--- src/rtl/core/isb_pkg.sv ---
`timescale 1ns / 1ps

package isb_pkg;

  localparam int KIND_W   = 2;
  localparam int POS_W    = 5;
  localparam int HANDLE_W = 16;
  localparam int STAT_W   = 2;
  localparam int OCC_W    = 5;

  typedef enum logic [KIND_W-1:0] {
    KIND_READ   = 2'd0,
    KIND_INSERT = 2'd1,
    KIND_REMOVE = 2'd2,
    KIND_CLEAR  = 2'd3
  } kind_t;

  typedef enum logic [STAT_W-1:0] {
    ST_OK    = 2'd0,
    ST_RANGE = 2'd1,
    ST_FULL  = 2'd2
  } status_t;

  // Shift command for the entry cells, qualified by the execute decision
  typedef struct packed {
    logic                ins;
    logic                rem;
    logic [POS_W-1:0]    pos;
    logic [HANDLE_W-1:0] handle;
  } cell_cmd_t;

endpackage

--- src/rtl/core/isb_cell_array.sv ---
`timescale 1ns / 1ps

module isb_cell_array #(
  parameter int DEPTH = 16
) (
  input  logic                               clk,
  input  isb_pkg::cell_cmd_t                 cmd,
  input  logic [isb_pkg::POS_W-1:0]          rd_pos,
  output logic [isb_pkg::HANDLE_W-1:0]       rd_data
);

  import isb_pkg::*;

  localparam int CW = $clog2(DEPTH + 1);
  localparam int IW = (CW > POS_W) ? CW : POS_W;
  // Only positions reachable by the index field need a read path
  localparam int RD = (DEPTH < (1 << POS_W)) ? DEPTH : (1 << POS_W);

  logic [HANDLE_W-1:0] entries_r [DEPTH];
  logic [IW-1:0]       pos_x;

  assign pos_x = IW'(cmd.pos);

  // Each cell looks only at its neighbors and compares its own index
  for (genvar i = 0; i < DEPTH; i++) begin : g_cell
    logic [HANDLE_W-1:0] cell_nxt;

    always_comb begin
      cell_nxt = entries_r[i];
      if (cmd.ins) begin
        if (IW'(i) == pos_x) begin
          cell_nxt = cmd.handle;
        end else if (IW'(i) > pos_x) begin
          cell_nxt = entries_r[(i > 0) ? i - 1 : 0];
        end
      end else if (cmd.rem) begin
        if ((IW'(i) >= pos_x) && (i < DEPTH - 1)) begin
          cell_nxt = entries_r[(i < DEPTH - 1) ? i + 1 : i];
        end
      end
    end

    always_ff @(posedge clk) begin
      entries_r[i] <= cell_nxt;
    end
  end

  always_comb begin
    rd_data = '0;
    for (int j = 0; j < RD; j++) begin
      if (rd_pos == POS_W'(j)) begin
        rd_data = entries_r[j];
      end
    end
  end

endmodule

--- src/rtl/core/indexed_sequence_buffer.sv ---
`timescale 1ns / 1ps

// Ordered buffer of up to DEPTH 16-bit handles with read, insert and remove
// by index, and clear. One request is taken every cycle while in_stall is
// low; the request register loads at the accepting edge, one pass through
// the entry cells follows, where the cells at and above the index shift from
// their neighbors while the others hold, and the result register loads when
// the request executes and holds under out_stall. Entries hold unknown data
// after reset and no clearing pass is run; only entries below the count are
// ever returned. occupancy carries the low five bits of the count.
module indexed_sequence_buffer #(
  parameter int DEPTH = 16
) (
  input  logic                          clk,
  input  logic                          rst_n,
  input  logic                          in_valid,
  output logic                          in_stall,
  input  logic [isb_pkg::KIND_W-1:0]    in_kind,
  input  logic [isb_pkg::POS_W-1:0]     in_position,
  input  logic [isb_pkg::HANDLE_W-1:0]  in_handle_in,
  output logic                          out_valid,
  input  logic                          out_stall,
  output logic [isb_pkg::HANDLE_W-1:0]  out_handle_out,
  output logic [isb_pkg::STAT_W-1:0]    out_status,
  output logic [isb_pkg::OCC_W-1:0]     out_occupancy
);

  import isb_pkg::*;

  localparam int CW = $clog2(DEPTH + 1);
  localparam int IW = (CW > POS_W) ? CW : POS_W;

  logic                s1_valid_r;
  kind_t               s1_kind_r;
  logic [POS_W-1:0]    s1_pos_r;
  logic [HANDLE_W-1:0] s1_handle_r;

  logic [CW-1:0]       count_r;
  logic [CW-1:0]       count_nxt;

  logic                out_valid_r;
  logic [HANDLE_W-1:0] out_handle_r;
  status_t             out_status_r;
  logic [OCC_W-1:0]    out_occ_r;

  logic                advance;
  logic                exec;
  logic [IW-1:0]       pos_x;
  logic [IW-1:0]       cnt_x;
  logic                full;
  status_t             status_nxt;
  logic [HANDLE_W-1:0] handle_nxt;
  logic [HANDLE_W-1:0] rd_data;
  cell_cmd_t           cmd;

  assign advance  = !out_valid_r || !out_stall;
  assign exec     = s1_valid_r && advance;
  assign in_stall = s1_valid_r && !advance;

  always_ff @(posedge clk) begin
    if (!rst_n) begin
      s1_valid_r <= 1'b0;
    end else if (!in_stall) begin
      s1_valid_r <= in_valid;
    end
  end

  always_ff @(posedge clk) begin
    if (!in_stall && in_valid) begin
      s1_kind_r   <= kind_t'(in_kind);
      s1_pos_r    <= in_position;
      s1_handle_r <= in_handle_in;
    end
  end

  assign pos_x = IW'(s1_pos_r);
  assign cnt_x = IW'(count_r);
  assign full  = (count_r == CW'(DEPTH));

  always_comb begin
    status_nxt = ST_OK;
    handle_nxt = '0;
    count_nxt  = count_r;
    cmd        = '{ins: 1'b0, rem: 1'b0, pos: s1_pos_r, handle: s1_handle_r};
    unique case (s1_kind_r)
      KIND_READ: begin
        if (pos_x >= cnt_x) begin
          status_nxt = ST_RANGE;
        end else begin
          handle_nxt = rd_data;
        end
      end
      KIND_INSERT: begin
        priority if (pos_x > cnt_x) begin
          status_nxt = ST_RANGE;
        end else if (full) begin
          status_nxt = ST_FULL;
        end else begin
          cmd.ins   = exec;
          count_nxt = CW'(count_r + 1'b1);
        end
      end
      KIND_REMOVE: begin
        if (pos_x >= cnt_x) begin
          status_nxt = ST_RANGE;
        end else begin
          handle_nxt = rd_data;
          cmd.rem    = exec;
          count_nxt  = CW'(count_r - 1'b1);
        end
      end
      KIND_CLEAR: begin
        count_nxt = '0;
      end
      default: begin
        status_nxt = ST_RANGE;
      end
    endcase
  end

  isb_cell_array #(
    .DEPTH(DEPTH)
  ) u_cells (
    .clk    (clk),
    .cmd    (cmd),
    .rd_pos (s1_pos_r),
    .rd_data(rd_data)
  );

  always_ff @(posedge clk) begin
    if (!rst_n) begin
      count_r     <= '0;
      out_valid_r <= 1'b0;
    end else begin
      if (exec) begin
        count_r <= count_nxt;
      end
      if (advance) begin
        out_valid_r <= s1_valid_r;
      end
    end
  end

  always_ff @(posedge clk) begin
    if (exec) begin
      out_handle_r <= handle_nxt;
      out_status_r <= status_nxt;
      out_occ_r    <= OCC_W'(count_nxt);
    end
  end

  assign out_valid      = out_valid_r;
  assign out_handle_out = out_handle_r;
  assign out_status     = out_status_r;
  assign out_occupancy  = out_occ_r;

  a_count_bound: assert property (@(posedge clk) disable iff (!rst_n)
    count_r <= CW'(DEPTH))
    else $error("count exceeds depth");

  a_clear_empties: assert property (@(posedge clk) disable iff (!rst_n)
    exec && (s1_kind_r == KIND_CLEAR) |=> count_r == '0)
    else $error("clear did not empty the buffer");

  a_count_step: assert property (@(posedge clk) disable iff (!rst_n)
    exec && (s1_kind_r != KIND_CLEAR) |=>
      (count_r == $past(count_r)) ||
      (count_r == CW'($past(count_r) + 1'b1)) ||
      (count_r == CW'($past(count_r) - 1'b1)))
    else $error("count moved by more than one");

  a_occ_tracks: assert property (@(posedge clk) disable iff (!rst_n)
    exec |=> out_occ_r == OCC_W'(count_r))
    else $error("reported occupancy disagrees with count");

  a_err_zero: assert property (@(posedge clk) disable iff (!rst_n)
    out_valid_r && (out_status_r != ST_OK) |-> out_handle_r == '0)
    else $error("nonzero handle on error status");

endmodule
--- config.mk ---
export PLATFORM = sky130hd
export DESIGN_NAME = indexed_sequence_buffer
export DESIGN_NICKNAME = d
export VERILOG_FILES = /design/src/rtl/core/isb_pkg.sv /design/src/rtl/core/isb_cell_array.sv /design/src/rtl/core/indexed_sequence_buffer.sv
export SDC_FILE = /design/constraint.sdc
export NUM_CORES = 1
export LEC_CHECK = 0
export BUFFER_PORTS_ARGS = -buffer_cell sky130_fd_sc_hd__buf_2
export CELL_PAD_IN_SITES_DETAIL_PLACEMENT = 0
export CELL_PAD_IN_SITES_GLOBAL_PLACEMENT = 2
export CORE_UTILIZATION = 40
export DETAILED_ROUTE_END_ITERATION = 10
export PLACE_DENSITY = 0.75
export SYNTH_ARGS = -nofsm -noshare
export SYNTH_HDL_FRONTEND = slang
export SYNTH_SLANG_ARGS = --single-unit
--- constraint.sdc ---
create_clock -name clk -period 13.6 [get_ports clk]
set_input_delay 2.04 -clock clk [delete_from_list [all_inputs] [get_ports clk]]
set_output_delay 2.04 -clock clk [all_outputs]
set_load 0.05 [all_outputs]
==> flow_summary.ini, run 1 <==
[synth]
syn-cell-area_um2 = 17540
synthTopCellsByArea = edfxtp_1 (52%), mux2i_1 (13%), o21ai_0 (8.0%)
synth_top_area_share_pct = 51.70
synthXorXnorAreaFrac_pct = 0.1498
synth_top_area_cell = edfxtp_1
synthDistinctLibCells = 67
synth_top_family_by_area = multiplexers
synth_fa_ha_area_share_pct = 0.4993
synth_common_cells = nand2_1 (308), edfxtp_1 (302), o21ai_0 (280), mux2i_1 (236), clkbuf_1 (65)
syn_inst = 1648
yosys_warnings = 0
synth_area_per_cell_um2 = 10.64
synth-simple-area-share_pct = 10.88
synth-edff-count = 302
synth-compound-area-share_pct = 15.36
syn-num-nets = 1682
synthArstFlopShare_pct = 0
yosysMostFrequentCell = nand2_1
ys_seq_area_share_pct = 52.50
synthMuxAreaShare_pct = 16.23
synth-seq-cells = 309
synthFlopType = edfxtp_1

[setup_path]
reg2regPathDepth = 10
path_depth = 3
r2r_start = pos_x[0]$_DFFE_PP_
worstPathArrival_ns = 2.63
rrSetupSlack_ns = 9.31
worstReg2RegEnd = u_cells.entries_r[0][14]$_DFFE_PP_
crit_end = in_stall
cp-start-kind = primary input
slowest_stage = buf_2
critPathBufInv = 2
crit_required_ns = 11.56
critPathMaxFanout = 3
cp_cell_sequence = buf_2 > and3_1 > buf_2
criticalPathCategory = in -> out
end_kind = primary output
crit_family = buffers and inverters
crit_top_cell = buf_2
critical_path.startpoint = out_stall
slowest_delay_ns = 0.28

[clocking]
cts_buffer_depth = 3
cts_inserted_buffers = 38
post-cts-setup-buffers = 0
clk_pin_slew_ns = 0.06
cts_resized = 0
clk_latency_ns = 0.56
cts_hold_buf = 0
clkSinkCount = 309
h-tree-depth = 2
cts_tree = done
cts_root_buffer = clkbuf_16

[timing]
finalClockSkew_ns = 0.009097
worstMarginPinSlew_ns = 1.280
setup_tns_ns = 0
period_needed_ns = 4.669
worst_slack_ns = 8.931
slew-limit-headroom_pct = 14.31
whs_ns = 0.5106
finalSetupViolations = 0
hold_viol_final = 0
maxSlewViolCount = 0
fin_crit_sh_pct = 34.33
rsz0062_at_grt = false
fmax_ghz = 0.2142

[final_layout]
diodes = 0
area_growth_pct = 11.19
drive_gt1_share_pct = 12.68
final_nets = 1679
fin_area_um2 = 19510

[die]
initial_core_util_pct = 40.63
core_um2 = 43170
row_count = 76
pin_count = 52
die_area_um2 = 44700
die_h_um = 211.4
die_w_um = 211.4

[hold_path]
hold_class = reg -> reg

[global_route]
grt_pass1_wl_um = 85260
grt_overflow = 0
grt_max_degree = 262
grt_usage_pct = 25.54
grt_antenna_before_repair = 1
grt_pass1_vias = 13140

[status]
status = completed

[flow_run]
maxCapViolCount = 0

[drt]
via_count = 13350
detail-route-antenna-nets = 0
drtIter0Drc = 1253
wl_um = 56770
first_pass_iters = 5
avgRoutedWirePerCell_um = 25.15
viasPerCell = 5.916
drc = 0

[placed_design]
dp_slack_ns = 8.754
io_buffers = 51
gp_congestion = 0.8260
hpwlAfterDp_um = 37150
post_dp_cell_area_um2 = 18240

[power]
max-vdd-ir-drop_uv = 86.45
total_power_uw = 2286
powerDensity_nw_per_um2 = 117.2
cellLeakagePower_uw = 0.008137
## metrics by stage
| step | instances | util (%) |
|---|---|---|
| after floorplan | 1648 | - |
| after global placement | 2190 | 42.25 |
| after detailed placement | 2190 | 42.25 |
| after CTS | 2257 | 45.18 |
| after global routing | 2257 | 45.18 |
| final | 2257 | 45.18 |
## kinds of logic (layout without fill, tap and decap cells)
group / after synthesis / count (layout)
AO/OA/AOI/OAI: 460 / 460
AND/OR/NAND/NOR: 437 / 437
flip-flops: 309 / 309
multiplexers: 274 / 274
buffers and inverters: 158 / 182
adder cells (fa/ha/maj): 7 / 7
XOR/XNOR: 3 / 3
## final cells by class
type	count	area, µm²
fill	4165	23670
sequential	309	9209
multi-input combinational	1181	7619
clock buffer	50	1060
tap	585	732.0
timing repair buffer	97	613.1
clock inverter	17	205.2
inverter	18	67.56
## how the worst min path moves through the flow
| stage | depth (start not counted) | endpoint | startpoint |
|---|---|---|---|
| final | 2 | out_valid$_SDFFE_PN0N_ | s1_valid_r$_SDFFE_PN0N_ |
| after CTS | 2 | out_valid$_SDFFE_PN0N_ | s1_valid_r$_SDFFE_PN0N_ |
| after detailed placement | 2 | out_valid$_SDFFE_PN0N_ | s1_valid_r$_SDFFE_PN0N_ |
| after floorplan | 2 | out_valid$_SDFFE_PN0N_ | s1_valid_r$_SDFFE_PN0N_ |
| after global routing | 2 | out_valid$_SDFFE_PN0N_ | s1_valid_r$_SDFFE_PN0N_ |
| after global placement | 2 | out_valid$_SDFFE_PN0N_ | s1_valid_r$_SDFFE_PN0N_ |
## power by group
part	switching [µW]	total, µW	internal [µW]
Combinational	109	160	50.8
Clock	408	1050	641
Sequential	24.5	1080	1050
## state kept, by name, indices dropped and copies added, names as in the netlist
name,flops
u_cells.entries_r,256
s1_handle_r,16
pos_x,5
s1_valid_r,1
out_handle_out,16
out_status,2
out_occupancy,5
out_valid,1
cnt_x,5
s1_kind_r,2
## worst reg2reg max path, stage by stage, from the launching register on
cell and delay [ns]:
edfxtp_1 0.32, buf_4 0.41, inv_1 0.24, ha_1 0.33, inv_1 0.10, or2_1 0.33, o21ai_4 0.18, nand3_4 0.11
buf_4 0.68, buf_12 0.83, mux2_2 0.52
## layer usage
| layer | wire length, µm | vias up | global-route usage (%) |
|---|---|---|---|
| met5 | 9 | - | 0 |
| met4 | 987 | 2 | 5.722 |
| met3 | 3288 | 68 | 4.005 |
| met2 | 26360 | 420 | 40.91 |
| met1 | 26120 | 6709 | 36.27 |
| li1 | - | 6153 | - |
## layout by cell type (no fill, tap or decap), drive strengths merged, types with 17 or more instances in the layout
master    n
nor2     33
o221ai   17
edfxtp  302
mux2     38
a22oi    19
buf      97
nand2   308
mux2i   236
a21oi    50
o21ai   291
inv      17
nand3    40
clkbuf   50
No activity file was read; power rests on OpenSTA's default activity.
==> run 2, diff against run 1 <==
--- a/config.mk
+++ b/config.mk
@@ -5,12 +5,13 @@
 export SDC_FILE = /design/constraint.sdc
 export NUM_CORES = 1
 export LEC_CHECK = 0
+export ABC_AREA = 1
 export BUFFER_PORTS_ARGS = -buffer_cell sky130_fd_sc_hd__buf_2
 export CELL_PAD_IN_SITES_DETAIL_PLACEMENT = 0
 export CELL_PAD_IN_SITES_GLOBAL_PLACEMENT = 2
-export CORE_UTILIZATION = 40
+export CORE_UTILIZATION = 39
 export DETAILED_ROUTE_END_ITERATION = 10
-export PLACE_DENSITY = 0.75
+export PLACE_DENSITY = 0.79
 export SYNTH_ARGS = -nofsm -noshare
 export SYNTH_HDL_FRONTEND = slang
 export SYNTH_SLANG_ARGS = --single-unit
==> constraint.sdc (replaced) <==
create_clock -name clk -period 4.3 [get_ports clk]
set_input_delay 0.645 -clock clk [delete_from_list [all_inputs] [get_ports clk]]
set_output_delay 0.645 -clock clk [all_outputs]
set_load 0.05 [all_outputs]
==> run 2 against run 1 <==
Net effect:
- combinational power increased to 3.3 times the previous value
- cell count rose by 19%
- critical path type is now reg -> reg
- first-iteration DRC count is 13% higher
- largest power group unchanged
- count of clock-buffer cells in the layout is 3 lower
- critical endpoint is now u_cells.entries_r[0][99]$_DFFE_PP_
- largest cell class unchanged
- clock skew grew 0.0078 ns
==> flow_summary.ini, run 2 <==
[setup_path]
critPathMaxFanout = 131
cp-start-kind = flop
criticalPathCategory = reg -> reg
worstPathArrival_ns = 3.77
crit_family = buffers and inverters
slowest_stage = buf_4
end_kind = flop
crit_required_ns = 4.67
crit_top_cell = nand2_1
critPathBufInv = 3
slowest_delay_ns = 0.86
cp_cell_sequence = inv_1 > ha_1 > a21oi_1 > o21a_1 > nand2_1 > nand2_2 > nand4_4 > inv_6 > buf_4 > nand2_1 > o221ai_1

[power]
powerDensity_nw_per_um2 = 360.4
cellLeakagePower_uw = 0.007140
total_power_uw = 6945
max-vdd-ir-drop_uv = 277.5

[timing]
worstMarginPinSlew_ns = 1.308
rsz0062_at_grt = false
finalSetupViolations = 0
maxSlewViolCount = 0
hold_viol_final = 0
fmax_ghz = 0.2935
finalClockSkew_ns = 0.01685
fin_crit_sh_pct = 79.24
slew-limit-headroom_pct = 12.83
period_needed_ns = 3.407
setup_tns_ns = 0
worst_slack_ns = 0.8925

[synth]
synth_common_cells = nand2_1 (663), o21ai_0 (412), edfxtp_1 (302), inv_1 (164), o211ai_1 (95)
synth_top_area_cell = edfxtp_1
syn-cell-area_um2 = 17350
syn_inst = 2093
ys_seq_area_share_pct = 53.07
synth-seq-cells = 309
syn-num-nets = 2127
synth-edff-count = 302
yosys_warnings = 0
synthTopCellsByArea = edfxtp_1 (52%), nand2_1 (14%), o21ai_0 (12%)
synth_area_per_cell_um2 = 8.291
synthArstFlopShare_pct = 0
yosysMostFrequentCell = nand2_1
synth_top_area_share_pct = 52.26
synthDistinctLibCells = 35
synthFlopType = edfxtp_1

[drt]
detail-route-antenna-nets = 0
avgRoutedWirePerCell_um = 20.45
wl_um = 55150
top_layer = met4
drtIter0Drc = 1412
wl_met1_um = 26460
wl_met2_um = 24230
wl_met3_um = 3312
drc = 0
first_pass_iters = 5
viasPerCell = 5.430
via_count = 14650

[clocking]
clk_pin_slew_ns = 0.06
cts_inserted_buffers = 39
cts_buffer_depth = 3
cts_tree = done
cts_hold_buf = 0
h-tree-depth = 2
clkSinkCount = 309
clk_latency_ns = 0.57
cts_root_buffer = clkbuf_16
cts_resized = 0
post-cts-setup-buffers = 0

[die]
initial_core_util_pct = 39.93
row_count = 76
die_area_um2 = 45340
die_h_um = 212.9
core_um2 = 43460
die_w_um = 212.9
pin_count = 52

[final_layout]
regMostFlops = u_cells.entries_r
area_growth_pct = 11.03
fin_area_um2 = 19270
final_nets = 2116
drive_gt1_share_pct = 8.759
final_common_cell = nand2_1
num-fill-cells = 4324
diodes = 0
final_cell_mix = nand2_1 (663), o21ai_0 (412), edfxtp_1 (302)
largest_reg_flops = 256

[placed_design]
dp_slack_ns = 0.9190
hpwlAfterDp_um = 37790
io_buffers = 51
gp_congestion = 0.8291
post_dp_cell_area_um2 = 18120

[global_route]
grt_overflow = 0
grt_max_degree = 164
grt_antenna_before_repair = 0
grt_pass1_wl_um = 85100
grt_pass1_vias = 13850
grt_usage_pct = 24.84

[flow_run]
maxCapViolCount = 0

[status]
status = completed

[hold_path]
hold_class = in -> reg
==> run 2: cell types whose count changed in the layout (fill, tap and decap cells not counted), sizes merged, moves of 35 or more <==
cell,previous run,this run
nand4,2,37
o211ai,1,95
nor2,33,72
inv,17,175
nand2,308,666
o21ai,291,441
mux2i,236,0
mux2,38,0
==> run 2: worst reg2reg max path, delay by kind of cell (launching register included) <==
family	cells	cell delay [ns]
and+or+nand+nor	4	0.77
buffers and inverters	3	1.08
AOI/OAI and AO/OA	3	0.58
adders and majority gates	1	0.32
DFF	1	0.45
==> run 2: power breakdown <==
group | internal (µW) | switching (µW) | total [µW] | leakage, µW
Sequential | 3340 | 46.2 | 3390 | 0.00281
Clock | 1700 | 1330 | 3030 | 0.000561
Combinational | 127 | 405 | 532 | 0.00377
==> run 2: path summary, 6_finish.rpt <==
check                               start                                 end  slack [ns]  depth (start not counted)
hold reg to reg   s1_valid_r$_SDFFE_PN0N_              out_valid$_SDFFE_PN0N_        0.51                          2
hold / removal           in_handle_in[10]           s1_handle_r[10]$_DFFE_PP_        0.26                          1
setup / recovery    cnt_x[2]$_SDFFE_PN0P_  u_cells.entries_r[0][99]$_DFFE_PP_        0.89                         11
setup reg to reg    cnt_x[2]$_SDFFE_PN0P_  u_cells.entries_r[0][99]$_DFFE_PP_        0.89                         11
==> run 2: per-stage QoR <==
stage / utilization [%] / instances / hold slack (ns)
floorplan: - / 2093 / 0.4696
global placement: 41.71 / 2626 / 0.4964
detailed placement: 41.71 / 2626 / 0.5032
CTS: 44.34 / 2697 / 0.2324
global route: 44.34 / 2697 / 0.2423
finish: 44.34 / 2697 / 0.2637
==> run 2: cell families after synthesis <==
| kind of cell | share of synthesized area, % |
|---|---|
| AND/OR/NAND/NOR | 19.61 |
| flip-flops | 53.07 |
| AO/OA/AOI/OAI | 18.98 |
| XOR/XNOR | 0.1010 |
| adder cells (fa/ha/maj) | 0.5047 |
| buffers and inverters | 7.729 |
==> run 2: per-layer routing <==
metal | track usage [%] | vias up
li1 | - | 7154
met1 | 35.86 | 6942
met2 | 38.69 | 493
met3 | 3.280 | 57
met4 | 7.244 | 0
met5 | 0 | -
==> run 2: layout make-up <==
cell class,count,area (µm²),area share [%]
Sequential cell,309,9209,47.80
Multi-Input combinational cell,1455,6859,35.60
Clock buffer,47,1027,5.332
Tap cell,585,732.0,3.799
Timing Repair Buffer,102,663.1,3.442
Inverter,175,661.9,3.435
Clock inverter,24,115.1,0.5974
